<file path="src/rtl/core/mce_pkg.sv">
`timescale 1ns / 1ps
// ----------------------------------------------------------------------------
// mce_pkg
// Shared types and constants for the CP0 exception unit: command codes,
// register numbers, exception vectors and the request/response structs.
// ----------------------------------------------------------------------------
package mce_pkg;

    // Command codes.
    localparam logic [1:0] CMD_ACCESS = 2'd0;
    localparam logic [1:0] CMD_TRAP   = 2'd1;
    localparam logic [1:0] CMD_ERET   = 2'd2;
    localparam logic [1:0] CMD_INTR   = 2'd3;

    // Supported CP0 register numbers.
    localparam logic [4:0] REG_INDEX    = 5'd0;
    localparam logic [4:0] REG_ENTRYLO0 = 5'd2;
    localparam logic [4:0] REG_ENTRYLO1 = 5'd3;
    localparam logic [4:0] REG_ENTRYHI  = 5'd10;
    localparam logic [4:0] REG_STATUS   = 5'd12;
    localparam logic [4:0] REG_CAUSE    = 5'd13;
    localparam logic [4:0] REG_EPC      = 5'd14;

    // Exception vectors and register masks.
    localparam logic [31:0] VEC_GENERAL   = 32'h8000_0180;
    localparam logic [31:0] VEC_REFILL    = 32'h8000_0000;
    localparam logic [31:0] ENTRYHI_CLEAR = 32'h0000_1f00;

    // Status bit positions.
    localparam int ST_IE_BIT  = 0;
    localparam int ST_EXL_BIT = 1;

    // One input transaction.
    typedef struct packed {
        logic [1:0]  cmd;
        logic [4:0]  code;
        logic        refill_trap;
        logic        rd_en;
        logic        wr_en;
        logic [31:0] operand;
        logic        intr_pending;
    } t_req;

    // One result transaction.
    typedef struct packed {
        logic [31:0] result_value;
        logic        intr_taken;
        logic        bad_reg;
    } t_result;

endpackage

</file>
<file path="src/rtl/core/mce_regfile.sv">
`timescale 1ns / 1ps
// ----------------------------------------------------------------------------
// mce_regfile
// CP0 register state with the per-command update logic. The result of a
// request is formed combinationally from the current state; state updates
// at the edge where the request fires.
// ----------------------------------------------------------------------------
module mce_regfile (
    input  logic              i_clk,
    input  logic              i_rst_n,
    input  logic              i_fire,
    input  mce_pkg::t_req     i_req,
    output mce_pkg::t_result  o_res
);

    logic [31:0] r_index, n_index;
    logic [31:0] r_lo0, n_lo0;
    logic [31:0] r_lo1, n_lo1;
    logic [31:0] r_hi, n_hi;
    logic [31:0] r_status, n_status;
    logic [31:0] r_cause, n_cause;
    logic [31:0] r_epc, n_epc;

    logic        sel_ok;
    logic [31:0] sel_val;
    logic        intr_go;

    // Register select for an access.
    always_comb begin
        sel_ok  = 1'b1;
        sel_val = 32'd0;
        case (i_req.code)
            mce_pkg::REG_INDEX:    sel_val = r_index;
            mce_pkg::REG_ENTRYLO0: sel_val = r_lo0;
            mce_pkg::REG_ENTRYLO1: sel_val = r_lo1;
            mce_pkg::REG_ENTRYHI:  sel_val = r_hi;
            mce_pkg::REG_STATUS:   sel_val = r_status;
            mce_pkg::REG_CAUSE:    sel_val = r_cause;
            mce_pkg::REG_EPC:      sel_val = r_epc;
            default:               sel_ok  = 1'b0;
        endcase
    end

    assign intr_go = i_req.intr_pending && r_status[mce_pkg::ST_IE_BIT]
                     && !r_status[mce_pkg::ST_EXL_BIT];

    // Result and next state for the current request.
    always_comb begin
        n_index  = r_index;
        n_lo0    = r_lo0;
        n_lo1    = r_lo1;
        n_hi     = r_hi;
        n_status = r_status;
        n_cause  = r_cause;
        n_epc    = r_epc;
        o_res    = '0;
        case (i_req.cmd)
            mce_pkg::CMD_ACCESS: begin
                if (!sel_ok) begin
                    o_res.bad_reg = 1'b1;
                end else begin
                    if (i_req.rd_en) begin
                        o_res.result_value = sel_val;
                    end
                    if (i_req.wr_en) begin
                        case (i_req.code)
                            mce_pkg::REG_INDEX:    n_index  = i_req.operand;
                            mce_pkg::REG_ENTRYLO0: n_lo0    = i_req.operand;
                            mce_pkg::REG_ENTRYLO1: n_lo1    = i_req.operand;
                            mce_pkg::REG_ENTRYHI:  n_hi     = i_req.operand
                                                              & ~mce_pkg::ENTRYHI_CLEAR;
                            mce_pkg::REG_STATUS:   n_status = i_req.operand;
                            mce_pkg::REG_CAUSE:    n_cause  = i_req.operand;
                            mce_pkg::REG_EPC:      n_epc    = i_req.operand;
                            default:               n_index  = r_index;
                        endcase
                    end
                end
            end
            mce_pkg::CMD_TRAP: begin
                n_cause  = {25'd0, i_req.code, 2'b00};
                n_epc    = i_req.operand;
                n_status[mce_pkg::ST_EXL_BIT] = 1'b1;
                o_res.result_value = i_req.refill_trap ? mce_pkg::VEC_REFILL
                                                       : mce_pkg::VEC_GENERAL;
            end
            mce_pkg::CMD_ERET: begin
                n_status[mce_pkg::ST_EXL_BIT] = 1'b0;
                o_res.result_value = r_epc;
            end
            default: begin
                // Interrupt check: taken as a trap with code zero.
                if (intr_go) begin
                    n_cause  = 32'd0;
                    n_epc    = i_req.operand;
                    n_status[mce_pkg::ST_EXL_BIT] = 1'b1;
                    o_res.result_value = mce_pkg::VEC_GENERAL;
                    o_res.intr_taken   = 1'b1;
                end
            end
        endcase
    end

    // State registers, updated only when a transaction fires.
    always_ff @(posedge i_clk) begin
        if (!i_rst_n) begin
            r_index  <= '0;
            r_lo0    <= '0;
            r_lo1    <= '0;
            r_hi     <= '0;
            r_status <= '0;
            r_cause  <= '0;
            r_epc    <= '0;
        end else if (i_fire) begin
            r_index  <= n_index;
            r_lo0    <= n_lo0;
            r_lo1    <= n_lo1;
            r_hi     <= n_hi;
            r_status <= n_status;
            r_cause  <= n_cause;
            r_epc    <= n_epc;
        end
    end

    // A trap always leaves EXL set.
    a_trap_sets_exl: assert property (@(posedge i_clk) disable iff (!i_rst_n)
        (i_fire && i_req.cmd == mce_pkg::CMD_TRAP) |=> r_status[mce_pkg::ST_EXL_BIT])
        else $error("trap did not set status.EXL");

    // An exception return always clears EXL.
    a_eret_clears_exl: assert property (@(posedge i_clk) disable iff (!i_rst_n)
        (i_fire && i_req.cmd == mce_pkg::CMD_ERET) |=> !r_status[mce_pkg::ST_EXL_BIT])
        else $error("eret did not clear status.EXL");

    // An unsupported register number leaves every register unchanged.
    a_bad_reg_no_change: assert property (@(posedge i_clk) disable iff (!i_rst_n)
        (i_fire && o_res.bad_reg) |=> ($stable(r_index) && $stable(r_lo0)
        && $stable(r_lo1) && $stable(r_hi) && $stable(r_status)
        && $stable(r_cause) && $stable(r_epc)))
        else $error("bad register access changed state");

    // Entryhi never holds bits 12..8.
    a_entryhi_mask: assert property (@(posedge i_clk) disable iff (!i_rst_n)
        (r_hi & mce_pkg::ENTRYHI_CLEAR) == 32'd0)
        else $error("entryhi holds cleared bits");

endmodule

</file>
<file path="src/rtl/core/mips_cp0_exception_unit.sv">
`timescale 1ns / 1ps
// ----------------------------------------------------------------------------
// mips_cp0_exception_unit
// Reduced MIPS32 CP0 unit: register access, trap entry, exception return
// and interrupt check, with a registered result and a skid stage.
//
// Channel  Handshake                  Fields
// input    i_in_valid / o_in_stall    cmd, code, refill_trap, rd_en, wr_en, operand, intr_pending
// output   o_out_valid / i_out_stall  result_value, intr_taken, bad_reg
//
// One transaction per cycle while o_in_stall is low; each result is registered.
// The CP0 state updates at the accepting edge, so back-to-back transactions
// see each other's effects with no bubbles.
// When the output stalls, one more transaction is taken into the skid stage;
// o_in_stall rises only while that stage is full.
// Reset clears all CP0 registers and empties the output and skid stages.
// ----------------------------------------------------------------------------
module mips_cp0_exception_unit (
    input  logic        i_clk,
    input  logic        i_rst_n,
    input  logic        i_in_valid,
    output logic        o_in_stall,
    input  logic [1:0]  i_cmd,
    input  logic [4:0]  i_code,
    input  logic        i_refill_trap,
    input  logic        i_rd_en,
    input  logic        i_wr_en,
    input  logic [31:0] i_operand,
    input  logic        i_intr_pending,
    output logic        o_out_valid,
    input  logic        i_out_stall,
    output logic [31:0] o_result_value,
    output logic        o_intr_taken,
    output logic        o_bad_reg
);

    mce_pkg::t_req    req;
    mce_pkg::t_result res;
    mce_pkg::t_result r_out;
    mce_pkg::t_result r_skid;
    logic             r_out_valid;
    logic             r_skid_valid;
    logic             fire;
    logic             out_take;

    // Pack the input fields.
    assign req.cmd          = i_cmd;
    assign req.code         = i_code;
    assign req.refill_trap  = i_refill_trap;
    assign req.rd_en        = i_rd_en;
    assign req.wr_en        = i_wr_en;
    assign req.operand      = i_operand;
    assign req.intr_pending = i_intr_pending;

    assign o_in_stall = r_skid_valid;
    assign fire       = i_in_valid && !r_skid_valid;
    assign out_take   = r_out_valid && !i_out_stall;

    mce_regfile u_regfile (
        .i_clk   (i_clk),
        .i_rst_n (i_rst_n),
        .i_fire  (fire),
        .i_req   (req),
        .o_res   (res)
    );

    // Output register and skid stage control.
    always_ff @(posedge i_clk) begin
        if (!i_rst_n) begin
            r_out_valid  <= 1'b0;
            r_skid_valid <= 1'b0;
        end else begin
            if (r_skid_valid) begin
                if (out_take) begin
                    r_skid_valid <= 1'b0;
                end
            end else if (fire) begin
                if (!r_out_valid || out_take) begin
                    r_out_valid <= 1'b1;
                end else begin
                    r_skid_valid <= 1'b1;
                end
            end else if (out_take) begin
                r_out_valid <= 1'b0;
            end
        end
    end

    // Output and skid payload.
    always_ff @(posedge i_clk) begin
        if (r_skid_valid) begin
            if (out_take) begin
                r_out <= r_skid;
            end
        end else if (fire) begin
            if (!r_out_valid || out_take) begin
                r_out <= res;
            end else begin
                r_skid <= res;
            end
        end
    end

    assign o_out_valid    = r_out_valid;
    assign o_result_value = r_out.result_value;
    assign o_intr_taken   = r_out.intr_taken;
    assign o_bad_reg      = r_out.bad_reg;

    // The skid stage only holds a transaction behind a waiting output.
    a_skid_behind_out: assert property (@(posedge i_clk) disable iff (!i_rst_n)
        r_skid_valid |-> r_out_valid)
        else $error("skid stage full with empty output register");

    // A stalled output with a full skid keeps both stages occupied.
    a_skid_holds: assert property (@(posedge i_clk) disable iff (!i_rst_n)
        (r_skid_valid && i_out_stall) |=> (r_skid_valid && r_out_valid))
        else $error("skid transaction lost under stall");

    // An accepted transaction always leaves the output register valid next cycle.
    a_fire_out: assert property (@(posedge i_clk) disable iff (!i_rst_n)
        fire |=> r_out_valid)
        else $error("accepted transaction missing from output");

endmodule

</file>
<file path="config.mk">
export PLATFORM = sky130hd
export DESIGN_NAME = mips_cp0_exception_unit
export DESIGN_NICKNAME = d
export VERILOG_FILES = /design/src/rtl/core/mce_pkg.sv /design/src/rtl/core/mce_regfile.sv /design/src/rtl/core/mips_cp0_exception_unit.sv
export SDC_FILE = /design/constraint.sdc
export NUM_CORES = 1
export LEC_CHECK = 0
export BUFFER_PORTS_ARGS = -buffer_cell sky130_fd_sc_hd__clkbuf_2
export CORE_ASPECT_RATIO = 1.5
export CORE_MARGIN = 3
export CORE_UTILIZATION = 60
export CTS_CLUSTER_SIZE = 10
export DETAILED_ROUTE_END_ITERATION = 8
export PLACE_DENSITY = 0.79
export RECOVER_POWER = 25
export REMOVE_ABC_BUFFERS = 1
export SLEW_MARGIN = 15
export SYNTH_ARGS = -nofsm -noshare
export SYNTH_HDL_FRONTEND = slang
export SYNTH_SLANG_ARGS = --single-unit
</file>
<file path="constraint.sdc">
create_clock -name i_clk -period 4.4 [get_ports i_clk]
set_clock_uncertainty 0.05 [all_clocks]
set_input_delay 0.88 -clock i_clk [delete_from_list [all_inputs] [get_ports i_clk]]
set_output_delay 0.88 -clock i_clk [all_outputs]
set_load 0.02 [all_outputs]
</file>
==> flow_summary.toml, run 1 <==
[sta]
fin_crit_ns = 3.41
grt_setup_unrepaired = "no"
max-slew-margin-rel_pct = -59.5
period_share_pct = 77.6
setup_tns_ns = 0
drv_slew = 115
setup_slack_ns = 0.986
worst_pin_slew_ns = 2.39
fmax_ghz = 0.293
hold_ws_ns = 0.398
setup_viol_count_final = 0
hold_viol_final = 0

[power]
p_sw_w = 0.00132
p_seq_share_pct = 49.1
p_clk_share_pct = 44.7
sw_frac_of_total_pct = 23.1
powerDensity_mw_per_mm2 = 410
internal_power_w = 0.00438
vdd_drop_max_v = 0.000286
combPwrFrac_pct = 6.1
total_power_w = 0.00570
cellLeakagePower_nw = 5.16

[worst_setup_path]
worst-setup-path-type = "primary input to flip-flop"
cp_cell_sequence = "clkbuf_1 -> inv_4 -> buf_4 -> o41ai_1"
start_kind = "primary input"
cp_num_buf_inv = 3
rr_worst_depth = 3
critical_path_depth = 4
cpPeakStageDelay_ns = 1.59
setup.worst_path.end_class = "flip-flop"
cp.required_ns = 4.74
cp_top_family = "buffers and inverters"
arrival_ns = 3.76
cp_max_fo = 44
slowest_stage = "clkbuf_1"

[global_routing]
overflow = 0
grt_max_degree = 70
grt_pass1_wl_um = 55700
grtUsageTotal_pct = 31.5
grt_pass1_vias = 10600
grt_antenna_before_repair = 0

[drt]
viasPerCell = 6.43
dr.pass1.iters = 9
wire_per_inst_um = 21.0
detail-route-antenna-nets = 0
totalWireLength_um = 35600
num_vias = 10900
drc_errors = 0
first_iter_violations = 1236

[synth]
synth_top_cell_area_share_pct = 35.6
synth_seq_area_share_pct = 52.0
netlist_area_mm2 = 0.0124
synth_seq_cells = 289
syn_avg_cell_area_um2 = 8.99
synthSimpleGateAreaFrac_pct = 19.6
synth-adder-area-share_pct = 0
synth.distinct_cells = 56
synth_xor_area_share_pct = 0
synth_top_family_by_area = "compound AO/OA/AOI/OAI gates"
synth_cells = 1383
synth_mux_area_share_pct = 3.49
synth_warnings = 0
synthTopCellsByArea = "dfxtp_1, edfxtp_1, nand2_1"
yosys.area.top_type = "dfxtp_1"
synth-compound-area-share_pct = 20.3

[placement]
portBuffers = 82
gp_congestion = 0.857
post-place-ws_ns = 0.889
dpl_cell_area_mm2 = 0.0130
hpwl_um = 20800

[cells_and_area]
final_area_mm2 = 0.0139
largest_reg_flops = 34
area_delta_synth_final_pct = 11.7
final_common_cell = "nand2_1"
fillCellCount = 1564
top_register = "r_skid"
final_nets = 1460
drive_gt1_share_pct = 10.3
mostFrequentLayoutCells = "nand2_1, dfxtp_1, a21oi_1"

[clock_tree]
clockRootBuffer = "clkbuf_16"
cts_hold_buf = 0
clockBufferDepth = 3
clk_latency_ns = 0.50
cts_tree = "yes"
numClockSinks = 289
numCtsBuffers = 34
post_cts_buffers = 0
htree_num_levels = 2
path_clk_slew_ns = 0.06
cts_resized = 0

[die]
core_mm2 = 0.0201
ioPinCount = 83
num_rows = 63
die_h_um = 182
die_x_um = 124
start_util_pct = 61.9
die-area_mm2 = 0.0225

[run_status]
status = "complete, but fails checks"
violations = "max-capacitance violations, max-slew violations"

[worst_hold_path]
hold_depth = 2
hold_class = "flip-flop to flip-flop"

[run]
maxCapViolCount = 3
## cells by family after synthesis
| logic type | count (synthesis) |
|---|---|
| mux | 43 |
| buf+inv | 122 |
| simple gates | 564 |
| flops | 289 |
| compound gates | 365 |
## synthesized netlist by cell type (all sizes together)
| master | instances |
|---|---|
| buf | 58 |
| nor3 | 13 |
| nor4 | 1 |
| and2 | 4 |
| o311ai | 1 |
| o32ai | 1 |
| or3 | 2 |
| a221oi | 2 |
| a21o | 4 |
| a32oi | 2 |
| o211a | 1 |
| a22oi | 4 |
| nand4bb | 1 |
| a211oi | 4 |
| dfxtp | 221 |
| a21oi | 134 |
| nand2 | 357 |
| o41ai | 27 |
| edfxtp | 68 |
| nand4 | 1 |
| and3b | 2 |
| mux2 | 3 |
| or4 | 2 |
| and4 | 1 |
| o21ai | 40 |
| nand2b | 3 |
| nor2b | 6 |
| nand3 | 69 |
| o31ai | 32 |
| o22ai | 1 |
| and3 | 30 |
| inv | 3 |
| a22o | 70 |
| a21boi | 2 |
| clkbuf | 61 |
| nor2 | 68 |
| a31oi | 29 |
| a221o | 11 |
| mux2i | 40 |
| or2 | 1 |
| nand3b | 3 |
## layer usage
metal / global-route usage (%) / wire, um / vias to the layer above
met3: 4.96 / 2920 / 111
met1: 39.3 / 13800 / 5208
li1: - / - / 4979
met5: 0 / 0 / -
met2: 52.6 / 17500 / 575
met4: 15.2 / 1360 / 0
## final timing paths
path                    startpoint               endpoint  slack [ns]
max                        i_rst_n   u_regfile.r_cause[3]        0.99
max reg2reg             o_in_stall     o_result_value[19]        1.16
min reg2reg  u_regfile.r_status[5]  u_regfile.r_status[5]        0.40
min          u_regfile.r_status[5]  u_regfile.r_status[5]        0.40
## layout make-up
class	count	area, um2	area share, %
inverter	3	13.8	0.0991
timing repair buffer	113	643	4.63
sequential	289	6470	46.5
antenna	1	2.50	0.0180
tap	260	325	2.34
clock buffer	54	990	7.12
multi-input combinational	972	5450	39.2
## worst min-delay path: stages (launching register included)
cell and delay, ns:
dfxtp_1 0.30, nand2_1 0.05, a21oi_1 0.05
## power groups by stage
stage                     registers, W  logic (W)  clock network, W
after floorplan                0.00289   0.000132                 0
after global placement         0.00285   0.000348                 0
after detailed placement       0.00285   0.000351                 0
after CTS                      0.00280   0.000353           0.00257
after global routing           0.00280   0.000375           0.00268
final                          0.00280   0.000350           0.00255
## stage by stage
stage / instances / utilization, %
final: 1692 / 69.1
after global routing: 1691 / 69.1
after global placement: 1637 / 64.4
after detailed placement: 1637 / 64.4
after CTS: 1691 / 69.4
after floorplan: 1264 / -
Note: power is estimated with default switching activity, not from simulation.
==> inputs of run 2 (changes only) <==
clock period = 3.2 ns   (was 4.4 ns; I/O delays follow)
==> run 2 against run 1 <==
  * The flow now finishes without violations
  * Wire length increased by 4.3%
  * Via count increased by 2.4%
  * Clock-buffer cell count increased by 3
  * Critical path type is now flip-flop to flip-flop
  * Final cell count increased by 1.2%
  * Combinational power increased by 45%
  * Die area unchanged
  * Highest routed layer unchanged
  * Worst setup slack got worse by 0.45 ns
  * Clock power increased by 35%
  * Register-to-register slack got worse by 0.63 ns
  * Design area increased by 1.0%
==> flow_summary.toml, run 2 (synthesis results as in run 1) <==
[die]
ioPinCount = 83
core_mm2 = 0.0201
die_h_um = 182
die-area_mm2 = 0.0225
die_x_um = 124
num_rows = 63
start_util_pct = 61.9

[placement]
post-place-ws_ns = 0.266
dpl_cell_area_mm2 = 0.0131
portBuffers = 82
gp_congestion = 0.900
hpwl_um = 21700

[drt]
totalWireLength_um = 37100
first_iter_violations = 1198
dr.pass1.iters = 6
detail-route-antenna-nets = 0
viasPerCell = 6.50
wire_per_inst_um = 21.7
drc_errors = 0
num_vias = 11100

[cells_and_area]
largest_reg_flops = 34
multi_input_area_mm2 = 0.00545
mostFrequentLayoutCells = "nand2_1, dfxtp_1, a21oi_1"
top_register = "r_skid"
drive_gt1_share_pct = 11.3
final_common_cell = "nand2_1"
final_area_mm2 = 0.0140
register_area_mm2 = 0.00647
area_delta_synth_final_pct = 12.9
final_nets = 1476
fillCellCount = 1573

[clock_tree]
path_clk_slew_ns = 0.06
htree_num_levels = 2
cts_resized = 0
numCtsBuffers = 34
numClockSinks = 289
cts_hold_buf = 0
post_cts_buffers = 0
cts_tree = "yes"
clockRootBuffer = "clkbuf_16"
clk_latency_ns = 0.49
clockBufferDepth = 3

[worst_hold_path]
hold_class = "primary input to flip-flop"
hold_depth = 3

[sta]
hold_viol_final = 0
max-slew-margin-rel_pct = 15.5
drv_slew = 0
setup_viol_count_final = 0
setup_slack_ns = 0.531
fin_crit_ns = 2.67
fmax_ghz = 0.375
worst_pin_slew_ns = 1.27
grt_setup_unrepaired = "no"
period_share_pct = 83.4

[global_routing]
grt_pass1_vias = 10800
gr-usage-met3_pct = 5.30
grt_antenna_before_repair = 1
grt_max_degree = 88
grt_util_met1_pct = 40.2
met2_usage_pct = 53.7
grt.busiest_layer = "met2"
grt_pass1_wl_um = 57300
overflow = 0
grtUsageTotal_pct = 32.6

[worst_setup_path]
setup.worst_path.end_class = "flip-flop"
cpPeakStageDelay_ns = 0.73
cp_cell_sequence = "inv_1 -> nand2_1 -> a21o_1 -> buf_12 -> nand3_1 -> o21ai_0"
r2r_setup_slack_ns = 0.53
start_kind = "flip-flop"
cp.required_ns = 3.53
cp_max_fo = 25
rr_worst_depth = 6
worst-setup-path-type = "flip-flop to flip-flop"
slowest_stage = "inv_1"
arrival_ns = 2.99

[power]
vdd_drop_max_v = 0.000402
cellLeakagePower_nw = 5.23
powerDensity_mw_per_mm2 = 555

[run]
maxCapViolCount = 0

[run_status]
status = "finished, final reports clean"
[run 2: worst max-delay path, delay by kind of cell, from the launching register on]
kind | cells | cell delay (ns)
simple gates | 2 | 0.41
flops | 1 | 0.37
buf+inv | 2 | 1.05
compound gates | 2 | 0.65
[run 2: final timing paths]
kind / end / start
max: u_regfile.r_epc[22] / o_in_stall
min: u_regfile.r_index[11] / i_operand[11]
max reg2reg: u_regfile.r_epc[22] / o_in_stall
min reg2reg: u_regfile.r_status[26] / u_regfile.r_status[26]
[run 2: stage by stage]
step / setup TNS, ns / util, % / power, W / hold WS, ns / cells
6_report: 0 / 69.8 / 0.00780 / 0.383 / 1712
3_3_place_gp: 0 / 65.3 / 0.00442 / 0.388 / 1653
4_1_cts: 0 / 70.2 / 0.00782 / 0.380 / 1711
5_1_grt: 0 / 69.8 / 0.00800 / 0.401 / 1712
2_1_floorplan: -54.35 / - / 0.00415 / 0.382 / 1264
3_5_place_dp: 0 / 65.3 / 0.00443 / 0.392 / 1653
[run 2: power by group]
part	switching, W	total [W]	internal (W)
Clock	0.00141	0.00344	0.00203
Combinational	0.000383	0.000507	0.000124
Sequential	0.0000380	0.00385	0.00381
[run 2: final cells by class]
cell class,count,area share [%]
clock inverters,1,0.0624
inverters,3,0.0981
well taps,260,2.32
diodes,1,0.0178
multi-input cells,972,38.8
clock buffers,57,6.83
repair buffers,129,5.78
flip-flops and latches,289,46.1
[run 2: metal layers]
layer	up-vias	share of wire, %
met4	0	5.1
li1	5020	-
met3	144	9.9
met5	-	0
met2	658	48
met1	5308	37
==> inputs of run 3 (changes only) <==
clock period = 2.5 ns   (was 3.2 ns; I/O delays follow)
==> run 3 against run 2 <==
  * Wire length shrank 1.3%
  * Via count grew 0.22%
  * Final cell count grew 2.0%
  * First-iteration DRC count shrank 8.8%
  * Die area is the same
  * Sequential cell count is the same
  * Power grew 28%
  * Combinational power grew 37%
  * Core utilization grew 1.9 points
  * Sequential share of layout area shrank 1.2 points
  * Design area grew 2.8%
  * Critical path depth shrank 3
  * Critical path type unchanged
  * Critical endpoint is now r_skid[6]
  * Largest power group unchanged
  * Highest routed layer unchanged
==> flow_summary.toml, run 3 (synthesis results as in run 1) <==
[cells_and_area]
fin_cells = 1747
mostFrequentLayoutCells = "nand2_1, dfxtp_1, a21oi_1"
final_common_cell = "nand2_1"
area_delta_synth_final_pct = 16.0
largest_reg_flops = 34
top_register = "r_skid"
postLayoutCoreUtil_pct = 71.8
drive_gt1_share_pct = 13.3
n_antenna_cell = 0
final_nets = 1512

[worst_setup_path]
r2r-start = "o_in_stall"
setup.worst_path.end_class = "flip-flop"
worstReg2RegEnd = "r_skid[6]"
cp.required_ns = 2.54
arrival_ns = 2.27
r2r_setup_slack_ns = 0.28
worst-setup-path-type = "flip-flop to flip-flop"
start_kind = "flip-flop"
crit_start = "o_in_stall"
rr_worst_depth = 3
cp_max_fo = 34

[clock_tree]
numClockSinks = 289
cts_resized = 0
htree_num_levels = 2
clk_latency_ns = 0.49
path_clk_slew_ns = 0.06
post_cts_buffers = 0
clockBufferDepth = 3
cts_tree = "yes"
numCtsBuffers = 34
cts_hold_buf = 0
clockRootBuffer = "clkbuf_16"

[sta]
period_share_pct = 88.9
fmax_ghz = 0.450
setup_tns_ns = 0
grt_setup_unrepaired = "no"
worst_pin_slew_ns = 1.25
max-slew-margin-rel_pct = 16.8
drv_slew = 0
hold_ws_ns = 0.253
hold_viol_final = 0
setup_viol_count_final = 0
fin_crit_ns = 2.22

[placement]
place_inst = 1689
portBuffers = 82
hpwl_um = 22300
gp_congestion = 0.894

[drt]
viasPerCell = 6.38
wire_per_inst_um = 21.0
drc_errors = 0
first_iter_violations = 1092
totalWireLength_um = 36600
detail-route-antenna-nets = 0
dr.pass1.iters = 5
num_vias = 11200

[worst_hold_path]
hold_depth = 3
hold_class = "primary input to flip-flop"
min_from = "i_operand[28]"
min_to = "u_regfile.r_status[28]"

[global_routing]
overflow = 0
grt_pass1_wl_um = 56800
grt_max_degree = 99
grtUsageTotal_pct = 32.1
grt_pass1_vias = 10900
grt_antenna_before_repair = 0

[die]
start_util_pct = 61.9
ioPinCount = 83
core_mm2 = 0.0201
die_h_um = 182
num_rows = 63
die_x_um = 124
die-area_mm2 = 0.0225

[power]
vdd_drop_max_v = 0.000441
powerDensity_mw_per_mm2 = 690
total_power_w = 0.00995
cellLeakagePower_nw = 5.44

[run]
maxCapViolCount = 0

[run_status]
status = "finished, final reports clean"
-- run 3: worst max-delay path by stage --
| stage | depth (start not counted) | slack [ns] | to |
|---|---|---|---|
| after floorplan | 5 | -1.69 | u_regfile.r_hi[0] |
| after global placement | 7 | 0.07 | o_result_value[21] |
| after detailed placement | 7 | 0.04 | o_result_value[21] |
| after CTS | 5 | 0.47 | u_regfile.r_cause[2] |
| after global routing | 3 | 0.18 | r_skid[6] |
| final | 3 | 0.28 | r_skid[6] |
-- run 3: power breakdown --
group / internal, W / total, W / switching, W
registers: 0.00488 / 0.00493 / 0.0000478
logic: 0.000197 / 0.000693 / 0.000496
clock network: 0.00254 / 0.00433 / 0.00179
-- run 3: area by class of cell --
cell class                 instances  area [um2]
sequential                       289        6470
fill                            1548        5670
multi-input combinational        972        5440
timing repair buffer             165        1230
clock buffer                      57         937
tap                              260         325
clock inverter                     1        16.3
inverter                           3        11.3
-- run 3: through the flow --
| stage | cell area (um2) | setup slack, ns |
|---|---|---|
| floorplan | 11900 | -1.69 |
| global placement | 13600 | 0.0708 |
| detailed placement | 13600 | 0.0382 |
| CTS | 14500 | 0.468 |
| global route | 14400 | 0.183 |
| finish | 14400 | 0.277 |
-- run 3: metal layers --
metal,GRT usage (%),wire (um)
met1,39.9,13500
met2,54.4,18100
met3,3.47,3320
met4,16.7,1710
met5,0,0
-- run 3: worst max-delay path, stage by stage (launching register included) --
cell and delay, ns:
dfxtp_1 0.41, nor2b_1 0.24, and3_2 0.20, clkbuf_2 0.92
